## config.mk

```make
export PLATFORM = sky130hd
export DESIGN_NAME = escaped_frame_receiver_core_flat
export DESIGN_NICKNAME = d
export VERILOG_FILES = /design/src/rtl/efr_pkg.sv /design/src/rtl/efr_in_if.sv /design/src/rtl/efr_out_if.sv /design/src/rtl/efr_in_stage.sv /design/src/rtl/efr_decoder.sv /design/src/rtl/efr_out_stage.sv /design/src/rtl/escaped_frame_receiver_core.sv /design/src/flat_wrapper.sv
export SDC_FILE = /design/constraint.sdc
export NUM_CORES = 1
export LEC_CHECK = 0
export BUFFER_PORTS_ARGS = -buffer_cell sky130_fd_sc_hd__buf_2
export CORE_MARGIN = 5
export CORE_UTILIZATION = 45
export CTS_BUF_LIST = sky130_fd_sc_hd__clkbuf_4 sky130_fd_sc_hd__clkbuf_8
export CTS_CLUSTER_SIZE = 40
export DETAILED_ROUTE_END_ITERATION = 8
export GPL_TIMING_DRIVEN = 0
export HOLD_SLACK_MARGIN = 0.05
export PLACE_DENSITY = 0.64
export RECOVER_POWER = 100
export SYNTH_ARGS = -nofsm -noshare
export SYNTH_HDL_FRONTEND = slang
export SYNTH_SLANG_ARGS = --single-unit
export TNS_END_PERCENT = 1
```

## constraint.sdc

```tcl
create_clock -name clk -period 6.25 [get_ports clk]
set_input_delay 0.9375 -clock clk [delete_from_list [all_inputs] [get_ports clk]]
set_output_delay 0.9375 -clock clk [all_outputs]
set_load 0.1 [all_outputs]
```

## src/rtl/efr_pkg.sv

```systemverilog
// ----------------------------------------------------------------------------
// efr_pkg
// Shared widths, codes and payload types of the escaped frame receiver.
// ----------------------------------------------------------------------------
package efr_pkg;

  localparam int CMD_W      = 2;
  localparam int DATA_W     = 8;
  localparam int BITS_W     = 8;
  localparam int INDEX_W    = 6;
  localparam int STATUS_W   = 2;
  localparam int PKT_W      = 4;
  localparam int TICK_W     = 32;
  localparam int CFG_IDX_W  = 1;
  localparam int CFG_DATA_W = 32;

  localparam int MAX_LEN_DEFAULT = 64;

  localparam logic [DATA_W-1:0] FLAG_BYTE     = 8'h7E;
  localparam logic [DATA_W-1:0] ESC_BYTE      = 8'h7D;
  localparam logic [DATA_W-1:0] ESC_FLAG_CODE = 8'h01;
  localparam logic [DATA_W-1:0] ESC_ESC_CODE  = 8'h02;

  localparam logic [PKT_W-1:0]  PKT_COUNT_MAX      = 4'hF;
  localparam logic [PKT_W-1:0]  PACKETS_NEEDED_RST = 4'd1;
  localparam logic [TICK_W-1:0] TICK_LIMIT_RST     = 32'd1000;

  typedef enum logic [CMD_W-1:0] {
    CMD_START = 2'd0,
    CMD_BYTE  = 2'd1,
    CMD_TICK  = 2'd2
  } cmd_t;

  typedef enum logic [STATUS_W-1:0] {
    ST_OK         = 2'd0,
    ST_TIMEOUT    = 2'd1,
    ST_BAD_ESCAPE = 2'd2,
    ST_FULL       = 2'd3
  } status_t;

  typedef enum logic [CFG_IDX_W-1:0] {
    REG_PACKETS_NEEDED = 1'd0,
    REG_TICK_LIMIT     = 1'd1
  } reg_index_t;

  typedef struct packed {
    logic [CMD_W-1:0]  cmd;
    logic [DATA_W-1:0] rx_value;
    logic [BITS_W-1:0] rx_bits;
  } item_t;

  typedef struct packed {
    logic               data_valid;
    logic [DATA_W-1:0]  data_value;
    logic [INDEX_W-1:0] data_index;
    logic [BITS_W-1:0]  data_bits;
    logic               finished;
    status_t            status;
  } result_t;

endpackage

```

## src/rtl/efr_in_if.sv

```systemverilog
// ----------------------------------------------------------------------------
// efr_in_if
// Input channel: commands, received bytes and ticks with valid/ready.
// ----------------------------------------------------------------------------
interface efr_in_if;
  logic                      valid;
  logic                      ready;
  logic [efr_pkg::CMD_W-1:0]  cmd;
  logic [efr_pkg::DATA_W-1:0] rx_value;
  logic [efr_pkg::BITS_W-1:0] rx_bits;

  modport source (output valid, cmd, rx_value, rx_bits, input ready);
  modport sink   (input valid, cmd, rx_value, rx_bits, output ready);
  modport mon    (input valid, ready, cmd, rx_value, rx_bits);
endinterface

```

## src/rtl/efr_out_if.sv

```systemverilog
// ----------------------------------------------------------------------------
// efr_out_if
// Result channel: decoded bytes and exchange outcome with valid/ready.
// ----------------------------------------------------------------------------
interface efr_out_if;
  logic                         valid;
  logic                         ready;
  logic                         data_valid;
  logic [efr_pkg::DATA_W-1:0]   data_value;
  logic [efr_pkg::INDEX_W-1:0]  data_index;
  logic [efr_pkg::BITS_W-1:0]   data_bits;
  logic                         finished;
  logic [efr_pkg::STATUS_W-1:0] status;

  modport source (output valid, data_valid, data_value, data_index, data_bits, finished,
                  status, input ready);
  modport sink   (input valid, data_valid, data_value, data_index, data_bits, finished,
                  status, output ready);
  modport mon    (input valid, ready, data_valid, data_value, data_index, data_bits,
                  finished, status);
endinterface

```

## src/rtl/efr_in_stage.sv

```systemverilog
// ----------------------------------------------------------------------------
// efr_in_stage
// Input register that holds one accepted item for the decoder.
// ----------------------------------------------------------------------------
module efr_in_stage (
  input  logic            clk,
  input  logic            rst,
  efr_in_if.sink          din,
  input  logic            take,
  output logic            item_valid,
  output efr_pkg::item_t  item
);

  assign din.ready = !item_valid || take;

  always_ff @(posedge clk) begin
    if (rst) begin
      item_valid <= 1'b0;
    end else if (din.ready) begin
      item_valid <= din.valid;
    end
  end

  always_ff @(posedge clk) begin
    if (din.ready && din.valid) begin
      item.cmd      <= din.cmd;
      item.rx_value <= din.rx_value;
      item.rx_bits  <= din.rx_bits;
    end
  end

endmodule

```

## src/rtl/efr_decoder.sv

```systemverilog
// ----------------------------------------------------------------------------
// efr_decoder
// Configuration registers, exchange state and the per-item unstuffing logic.
// ----------------------------------------------------------------------------
module efr_decoder #(
  parameter int MAX_LEN = efr_pkg::MAX_LEN_DEFAULT
) (
  input  logic                           clk,
  input  logic                           rst,
  input  logic                           cfg_we,
  input  logic [efr_pkg::CFG_IDX_W-1:0]  cfg_index,
  input  logic [efr_pkg::CFG_DATA_W-1:0] cfg_data,
  input  logic                           item_valid,
  input  efr_pkg::item_t                 item,
  input  logic                           res_ready,
  output logic                           res_valid,
  output efr_pkg::result_t               res
);

  localparam int CW = $clog2(MAX_LEN + 1);
  localparam logic [CW-1:0] FULL_COUNT = CW'(MAX_LEN);

  logic [efr_pkg::PKT_W-1:0]  packets_needed;
  logic [efr_pkg::TICK_W-1:0] tick_limit;

  logic                       active, active_next;
  logic                       esc_armed, esc_armed_next;
  logic [efr_pkg::BITS_W-1:0] held_escape_bits, held_escape_bits_next;
  logic [efr_pkg::PKT_W-1:0]  packet_count, packet_count_next;
  logic [CW-1:0]              byte_count, byte_count_next;
  logic [efr_pkg::TICK_W-1:0] elapsed_ticks, elapsed_ticks_next;

  logic                       fire;
  logic                       esc_code_ok;
  logic [efr_pkg::DATA_W-1:0] decoded;
  logic                       ends_packet;
  logic [efr_pkg::BITS_W-1:0] merged_bits;
  logic [CW-1:0]              byte_inc;
  logic [efr_pkg::PKT_W-1:0]  packet_inc;
  logic [efr_pkg::TICK_W-1:0] tick_inc;
  logic                       done;
  logic [CW+efr_pkg::INDEX_W-1:0] index_ext;

  assign fire = item_valid && res_ready;

  assign esc_code_ok = (item.rx_value == efr_pkg::ESC_FLAG_CODE) ||
                       (item.rx_value == efr_pkg::ESC_ESC_CODE);
  assign decoded = !esc_armed ? item.rx_value :
                   (item.rx_value == efr_pkg::ESC_FLAG_CODE) ? efr_pkg::FLAG_BYTE :
                   efr_pkg::ESC_BYTE;
  assign ends_packet = !esc_armed && (item.rx_value == efr_pkg::FLAG_BYTE);
  assign merged_bits = (held_escape_bits > item.rx_bits) ? held_escape_bits : item.rx_bits;
  assign byte_inc    = byte_count + CW'(1);
  assign packet_inc  = (packet_count == efr_pkg::PKT_COUNT_MAX) ? packet_count
                                                                : packet_count + 4'd1;
  assign tick_inc    = (elapsed_ticks == '1) ? elapsed_ticks : elapsed_ticks + 32'd1;
  assign done        = ends_packet && (packets_needed != '0) && (packet_inc == packets_needed);
  assign index_ext   = {{efr_pkg::INDEX_W{1'b0}}, byte_count};

  always_comb begin
    active_next           = active;
    esc_armed_next        = esc_armed;
    held_escape_bits_next = held_escape_bits;
    packet_count_next     = packet_count;
    byte_count_next       = byte_count;
    elapsed_ticks_next    = elapsed_ticks;
    res_valid             = 1'b0;
    res                   = '0;
    if (fire) begin
      case (item.cmd)
        efr_pkg::CMD_START: begin
          active_next           = 1'b1;
          esc_armed_next        = 1'b0;
          held_escape_bits_next = '0;
          packet_count_next     = '0;
          byte_count_next       = '0;
          elapsed_ticks_next    = '0;
        end
        efr_pkg::CMD_TICK: begin
          if (active) begin
            elapsed_ticks_next = tick_inc;
            if (tick_inc >= tick_limit) begin
              active_next    = 1'b0;
              esc_armed_next = 1'b0;
              res_valid      = 1'b1;
              res.finished   = 1'b1;
              res.status     = efr_pkg::ST_TIMEOUT;
            end
          end
        end
        efr_pkg::CMD_BYTE: begin
          if (active) begin
            if (elapsed_ticks >= tick_limit) begin
              active_next    = 1'b0;
              esc_armed_next = 1'b0;
              res_valid      = 1'b1;
              res.finished   = 1'b1;
              res.status     = efr_pkg::ST_TIMEOUT;
            end else if (esc_armed && !esc_code_ok) begin
              active_next    = 1'b0;
              esc_armed_next = 1'b0;
              res_valid      = 1'b1;
              res.finished   = 1'b1;
              res.status     = efr_pkg::ST_BAD_ESCAPE;
            end else if (!esc_armed && (item.rx_value == efr_pkg::ESC_BYTE)) begin
              esc_armed_next        = 1'b1;
              held_escape_bits_next = item.rx_bits;
            end else begin
              esc_armed_next        = 1'b0;
              held_escape_bits_next = '0;
              byte_count_next       = byte_inc;
              if (ends_packet) begin
                packet_count_next = packet_inc;
              end
              res_valid      = 1'b1;
              res.data_valid = 1'b1;
              res.data_value = decoded;
              res.data_index = index_ext[efr_pkg::INDEX_W-1:0];
              res.data_bits  = merged_bits;
              if (done) begin
                active_next  = 1'b0;
                res.finished = 1'b1;
                res.status   = efr_pkg::ST_OK;
              end else if (byte_inc >= FULL_COUNT) begin
                active_next  = 1'b0;
                res.finished = 1'b1;
                res.status   = efr_pkg::ST_FULL;
              end
            end
          end
        end
        default: begin
        end
      endcase
    end
  end

  always_ff @(posedge clk) begin
    if (rst) begin
      packets_needed <= efr_pkg::PACKETS_NEEDED_RST;
      tick_limit     <= efr_pkg::TICK_LIMIT_RST;
    end else if (cfg_we) begin
      case (cfg_index)
        efr_pkg::REG_PACKETS_NEEDED: packets_needed <= cfg_data[efr_pkg::PKT_W-1:0];
        efr_pkg::REG_TICK_LIMIT:     tick_limit     <= cfg_data[efr_pkg::TICK_W-1:0];
        default: begin
        end
      endcase
    end
  end

  always_ff @(posedge clk) begin
    if (rst) begin
      active           <= 1'b0;
      esc_armed        <= 1'b0;
      held_escape_bits <= '0;
      packet_count     <= '0;
      byte_count       <= '0;
      elapsed_ticks    <= '0;
    end else begin
      active           <= active_next;
      esc_armed        <= esc_armed_next;
      held_escape_bits <= held_escape_bits_next;
      packet_count     <= packet_count_next;
      byte_count       <= byte_count_next;
      elapsed_ticks    <= elapsed_ticks_next;
    end
  end

endmodule

```

## src/rtl/efr_out_stage.sv

```systemverilog
// ----------------------------------------------------------------------------
// efr_out_stage
// Result register that presents one result item on the output channel.
// ----------------------------------------------------------------------------
module efr_out_stage (
  input  logic              clk,
  input  logic              rst,
  input  logic              res_valid,
  input  efr_pkg::result_t  res,
  output logic              res_ready,
  efr_out_if.source         dout
);

  assign res_ready = !dout.valid || dout.ready;

  always_ff @(posedge clk) begin
    if (rst) begin
      dout.valid <= 1'b0;
    end else if (res_ready) begin
      dout.valid <= res_valid;
    end
  end

  always_ff @(posedge clk) begin
    if (res_ready && res_valid) begin
      dout.data_valid <= res.data_valid;
      dout.data_value <= res.data_value;
      dout.data_index <= res.data_index;
      dout.data_bits  <= res.data_bits;
      dout.finished   <= res.finished;
      dout.status     <= res.status;
    end
  end

endmodule

```

## src/rtl/escaped_frame_receiver_core.sv

```systemverilog
// ----------------------------------------------------------------------------
// escaped_frame_receiver_core
// Byte-stuffed response deframer for the 7E/7D escape scheme.
// ----------------------------------------------------------------------------
// The block takes one item per clock cycle while the output is not stalled:
// an item is registered, decoded combinationally against the exchange state,
// and its result, if any, is loaded into the output register once that
// register is free or being read. Ready drops only when the output register
// holds an untaken result and the input register is also full. Starts,
// escape bytes, ticks that do not time out, unused commands and items
// outside an exchange give no result. Configuration writes take effect on
// the next cycle.
module escaped_frame_receiver_core #(
  parameter int MAX_LEN = efr_pkg::MAX_LEN_DEFAULT
) (
  input  logic                           clk,
  input  logic                           rst,
  input  logic                           cfg_we,
  input  logic [efr_pkg::CFG_IDX_W-1:0]  cfg_index,
  input  logic [efr_pkg::CFG_DATA_W-1:0] cfg_data,
  efr_in_if.sink                         din,
  efr_out_if.source                      dout
);

  logic             item_valid;
  efr_pkg::item_t   item;
  logic             res_ready;
  logic             res_valid;
  efr_pkg::result_t res;

  efr_in_stage u_in (
    .clk        (clk),
    .rst        (rst),
    .din        (din),
    .take       (res_ready),
    .item_valid (item_valid),
    .item       (item)
  );

  efr_decoder #(
    .MAX_LEN (MAX_LEN)
  ) u_dec (
    .clk        (clk),
    .rst        (rst),
    .cfg_we     (cfg_we),
    .cfg_index  (cfg_index),
    .cfg_data   (cfg_data),
    .item_valid (item_valid),
    .item       (item),
    .res_ready  (res_ready),
    .res_valid  (res_valid),
    .res        (res)
  );

  efr_out_stage u_out (
    .clk       (clk),
    .rst       (rst),
    .res_valid (res_valid),
    .res       (res),
    .res_ready (res_ready),
    .dout      (dout)
  );

endmodule

```

## src/flat_wrapper.sv

```systemverilog
// flat-port wrapper written by rule: the top's interface ports become plain ports
module escaped_frame_receiver_core_flat 
#(
  parameter int MAX_LEN = efr_pkg::MAX_LEN_DEFAULT
)
  (clk, rst, cfg_we, cfg_index, cfg_data, din_valid, din_cmd, din_rx_value, din_rx_bits, din_ready, dout_valid, dout_data_valid, dout_data_value, dout_data_index, dout_data_bits, dout_finished, dout_status, dout_ready);
  efr_in_if din_i ();
  efr_out_if dout_i ();
  input  logic clk;
  input  logic rst;
  input  logic cfg_we;
  input  logic [efr_pkg::CFG_IDX_W-1:0] cfg_index;
  input  logic [efr_pkg::CFG_DATA_W-1:0] cfg_data;
  input wire logic [$bits(din_i.valid)-1:0] din_valid;
  input wire logic [$bits(din_i.cmd)-1:0] din_cmd;
  input wire logic [$bits(din_i.rx_value)-1:0] din_rx_value;
  input wire logic [$bits(din_i.rx_bits)-1:0] din_rx_bits;
  output wire logic [$bits(din_i.ready)-1:0] din_ready;
  output wire logic [$bits(dout_i.valid)-1:0] dout_valid;
  output wire logic [$bits(dout_i.data_valid)-1:0] dout_data_valid;
  output wire logic [$bits(dout_i.data_value)-1:0] dout_data_value;
  output wire logic [$bits(dout_i.data_index)-1:0] dout_data_index;
  output wire logic [$bits(dout_i.data_bits)-1:0] dout_data_bits;
  output wire logic [$bits(dout_i.finished)-1:0] dout_finished;
  output wire logic [$bits(dout_i.status)-1:0] dout_status;
  input wire logic [$bits(dout_i.ready)-1:0] dout_ready;
  assign din_i.valid = din_valid;
  assign din_i.cmd = din_cmd;
  assign din_i.rx_value = din_rx_value;
  assign din_i.rx_bits = din_rx_bits;
  assign din_ready = din_i.ready;
  assign dout_valid = dout_i.valid;
  assign dout_data_valid = dout_i.data_valid;
  assign dout_data_value = dout_i.data_value;
  assign dout_data_index = dout_i.data_index;
  assign dout_data_bits = dout_i.data_bits;
  assign dout_finished = dout_i.finished;
  assign dout_status = dout_i.status;
  assign dout_i.ready = dout_ready;
  escaped_frame_receiver_core #(.MAX_LEN(MAX_LEN)) u_core (.clk(clk), .rst(rst), .cfg_we(cfg_we), .cfg_index(cfg_index), .cfg_data(cfg_data), .din(din_i), .dout(dout_i));
endmodule
```

==> results.tsv <==
stage	metric	value	unit
min_path	Hold EP	u_core.u_dec.tick_limit[16]	
timing	Max Clock Skew	0.01423	ns
setup_path	startpoint type of the worst setup path	flip-flop	
global_route	gr ovfl total	0	
clocking	Clock Latency Late Sink	0.46	ns
power	clock network fraction of total power	0.394	
timing	RSZ-0062 raised after global routing	false	
clocking	Setup Fix Bufs, Post-CTS	0	
yosys	synthesized flop and latch total	135	
clocking	clk sinks	135	
floorplan	Starting Density	0.4606	
cells_and_area	final net count	1134	
drt	met2 WL post-DR	9231	µm
place	cell count after placement	1205	
global_route	first-pass GRT wire length	32980	µm
global_route	initial antenna violation count	0	
timing	setup TNS	0	ns
setup_path	CP Launch Point	u_core.u_dec.elapsed_ticks[24]	
setup_path	kind of critical path	reg2reg	
power	P_leak	3.642	nW
drt	via count	6851	
drt	# DRC	0	
drt	post-route ant nets	0	
setup_path	Worst EP arrival	5.68	ns
cells_and_area	leading cell type in the layout, fill and taps excluded	nand2_1	
global_route	pin count of the biggest net entering global routing	27	
drt	max layer used	met4	
global_route	vias in the first global route	6428	
yosys	Synth top area share	0.2279	
yosys	Post-synth EDFFs	44	
power	internal power	1.316	mW
yosys	synth top area cells	dfxtp_1 23%, edfxtp_1 17%, ha_1 12%	
floorplan	DIE AREA	0.02053	mm²
place	dpl hpwl	15600	µm
timing	max frequency	0.1772	GHz
timing	Pins Over Slew Limit	0	
place	GPL Wtd Cong	0.8735	
yosys	Async SR Flop Fraction	0	
timing	Worst-Margin Slew	1.238	ns
drt	metal1 wirelength	10010	µm
drt	met3 routed WL	948	µm
floorplan	num ports	84	
clocking	CTS tree	done	
yosys	register area share after synthesis	0.3932	
yosys	number of synthesis warnings	0	
timing	post-route minimum period	5.643	ns
clocking	H-tree depth	4	
yosys	synthesized instance count	897	
min_path	hold_sp	u_core.u_dec.tick_limit[16]	
place	port bufs	83	
power	PwrDens	201.1	mW/mm²
cells_and_area	FILL cells	1665	
floorplan	Die Span Y	143.3	µm
timing	endpoints failing setup	0	
timing	final hold vios	0	
timing	normalized max-slew margin	0.1744	
cells_and_area	Area Growth Syn to Fin	12.46	%
setup_path	reg2reg path depth	15	
setup_path	CP max stage cell	or4b_2	
clocking	hold buffers post-CTS	0	
cells_and_area	antenna fix cells	0	
power	Net Sw Frac	0.2721	
min_path	hold depth	2	
setup_path	R2R setup slack	0.61	ns
power	Sw Pwr	0.4918	mW
cells_and_area	share of layout cells above drive strength 1	0.09980	
setup_path	worst-path maximum fanout	26	
clocking	post-cts sizing count	0	
cells_and_area	most frequent cells in the layout	114 x nand2_1, 91 x dfxtp_1, 83 x a21oi_1, 79 x ha_1, 63 x clkbuf_1	
timing	fin crit share	0.9029	
power	register share of total power	0.521	
drt	First DRT Iteration DRCs	393	
power	maximum resistive drop on vdd	0.1202	mV
setup_path	CP required	6.28	ns
job	max-cap viol count	0	
floorplan	Die Wd	143.3	µm
yosys	syn_nets	1032	
yosys	ys flop type	dfxtp_1	
clocking	maximum clock path buffer count	2	
clocking	CTS Root Buffer Type	clkbuf_8	
outcome	status	complete, no violations	
power	logic gate share of total power	0.085	
floorplan	Core ar.	0.01736	mm²
clocking	CTS Buf Count	17	
floorplan	FP Rows	48	
setup_path	RR Endpoint	u_core.u_out.dout.data_value[3]	
yosys	Netlist cell types	72	
global_route	Total GRT Usage	0.2043	
setup_path	crit-path cells	clkbuf_1, and4_1, and3_1, nand3_1, or4_1, buf_6, mux2_1, ha_1, a211o_1, a31oi_1, o31ai_1, a211oi_1, nor2_1, or4b_2, and3b_1	
setup_path	critical path's largest stage delay	0.69	ns
yosys	Mean Syn Cell Area	8.912	µm²
clocking	Worst-path clk slew	0.08	ns
drt	DRT Wirelength	20530	µm
setup_path	worst r2r src	u_core.u_dec.elapsed_ticks[24]	
setup_path	crit end category	flip-flop	
yosys	Synth area leader	dfxtp_1	
min_path	Hold Crit Class	reg2reg	
drt	routed length per instance	16.60	µm
yosys	synthesized area	0.007994	mm²
drt	First-pass DRT Iterations	5	
drt	vias per cell	5.538	
cells_and_area	Finished Layout Cells	1237	
[synthesized netlist by cell type, types with 14 or more instances]
cell / number
xnor2_1: 26
nand3_1: 41
nand4_1: 21
clkbuf_1: 26
a21oi_1: 82
edfxtp_1: 44
and3_1: 19
o21ai_0: 49
o31ai_1: 15
inv_1: 56
ha_1: 79
nand2_1: 114
nor2_1: 42
dfxtp_1: 91
and2_1: 14
[through the flow]
step / setup slack [ns] / hold slack (ns) / area (µm²) / power (mW) / util
after global placement: 0.8523 / 0.4430 / 8691 / 1.114 / 0.5007
final: 0.6068 / 0.4561 / 8990 / 1.808 / 0.5180
after floorplan: 1.764 / 0.4363 / 7994 / 1.056 / -
after global routing: 0.2516 / 0.4798 / 8990 / 1.892 / 0.5180
after CTS: 0.7922 / 0.4602 / 9069 / 1.824 / 0.5225
after detailed placement: 0.8091 / 0.4491 / 8691 / 1.116 / 0.5007
[how the worst max path moves through the flow]
stage,to,slack [ns]
floorplan,u_core.u_out.dout.data_bits[0],1.76
global placement,u_core.u_out.dout.data_bits[5],0.85
detailed placement,u_core.u_out.dout.data_bits[7],0.81
CTS,u_core.u_out.dout.data_bits[1],0.79
global route,u_core.u_out.dout.finished,0.25
finish,u_core.u_out.dout.data_value[3],0.61
[worst max-delay path, delay by kind of cell (launching register included)]
family                   cells  cell delay [ns]
AO/OA/AOI/OAI                4             1.06
adder cells (fa/ha/maj)      1             0.19
buffers and inverters        2             0.46
flip-flops                   1             0.36
multiplexers                 1             0.34
AND/OR/NAND/NOR              7             2.78
[sequential cells by signal (all words and copies together), names as in the netlist]
| register | cells |
|---|---|
| u_core.u_dec.tick_limit | 32 |
| u_core.u_out.dout.finished | 1 |
| u_core.u_dec.byte_count | 7 |
| u_core.u_out.dout.valid | 1 |
| u_core.u_dec.active | 1 |
| u_core.u_dec.packets_needed | 4 |
| u_core.u_out.dout.data_bits | 8 |
| u_core.u_in.item | 18 |
| u_core.u_dec.elapsed_ticks | 32 |
| u_core.u_dec.esc_armed | 1 |
| u_core.u_in.item_valid | 1 |
| u_core.u_dec.packet_count | 4 |
| u_core.u_out.dout.data_index | 6 |
| u_core.u_out.dout.data_valid | 1 |
| u_core.u_out.dout.data_value | 8 |
| u_core.u_dec.held_escape_bits | 8 |
| u_core.u_out.dout.status | 2 |
[logic make-up after synthesis]
| group | synth area share |
|---|---|
| compound gates | 0.1806 |
| xor+xnor | 0.03725 |
| fa+ha+maj | 0.1237 |
| buf+inv | 0.04883 |
| flops | 0.3932 |
| mux | 0.009547 |
| simple gates | 0.2069 |
[power by group through the flow]
stage	logic [mW]	registers (mW)	clock network, mW
floorplan	0.0951	0.961	0
global placement	0.153	0.962	0
detailed placement	0.154	0.962	0
CTS	0.156	0.942	0.727
global route	0.175	0.945	0.772
finish	0.154	0.942	0.712
[cell type report]
type,count,area [µm²],area share
multi-input cells,666,4428,0.4926
inverters,56,210.2,0.02338
well taps,225,281.5,0.03132
plain buffers,40,172.7,0.01921
flip-flops and latches,135,3143,0.3496
repair buffers,83,376.6,0.04189
clock buffers,19,255.2,0.02839
clock inverters,13,122.6,0.01364
[metal layers]
metal,up-vias,global-route usage
li1,3484,-
met1,3183,0.2799
met2,155,0.3254
met3,29,0.04052
met4,0,0.06690
met5,-,0
Power figures use the tool's default switching activity.
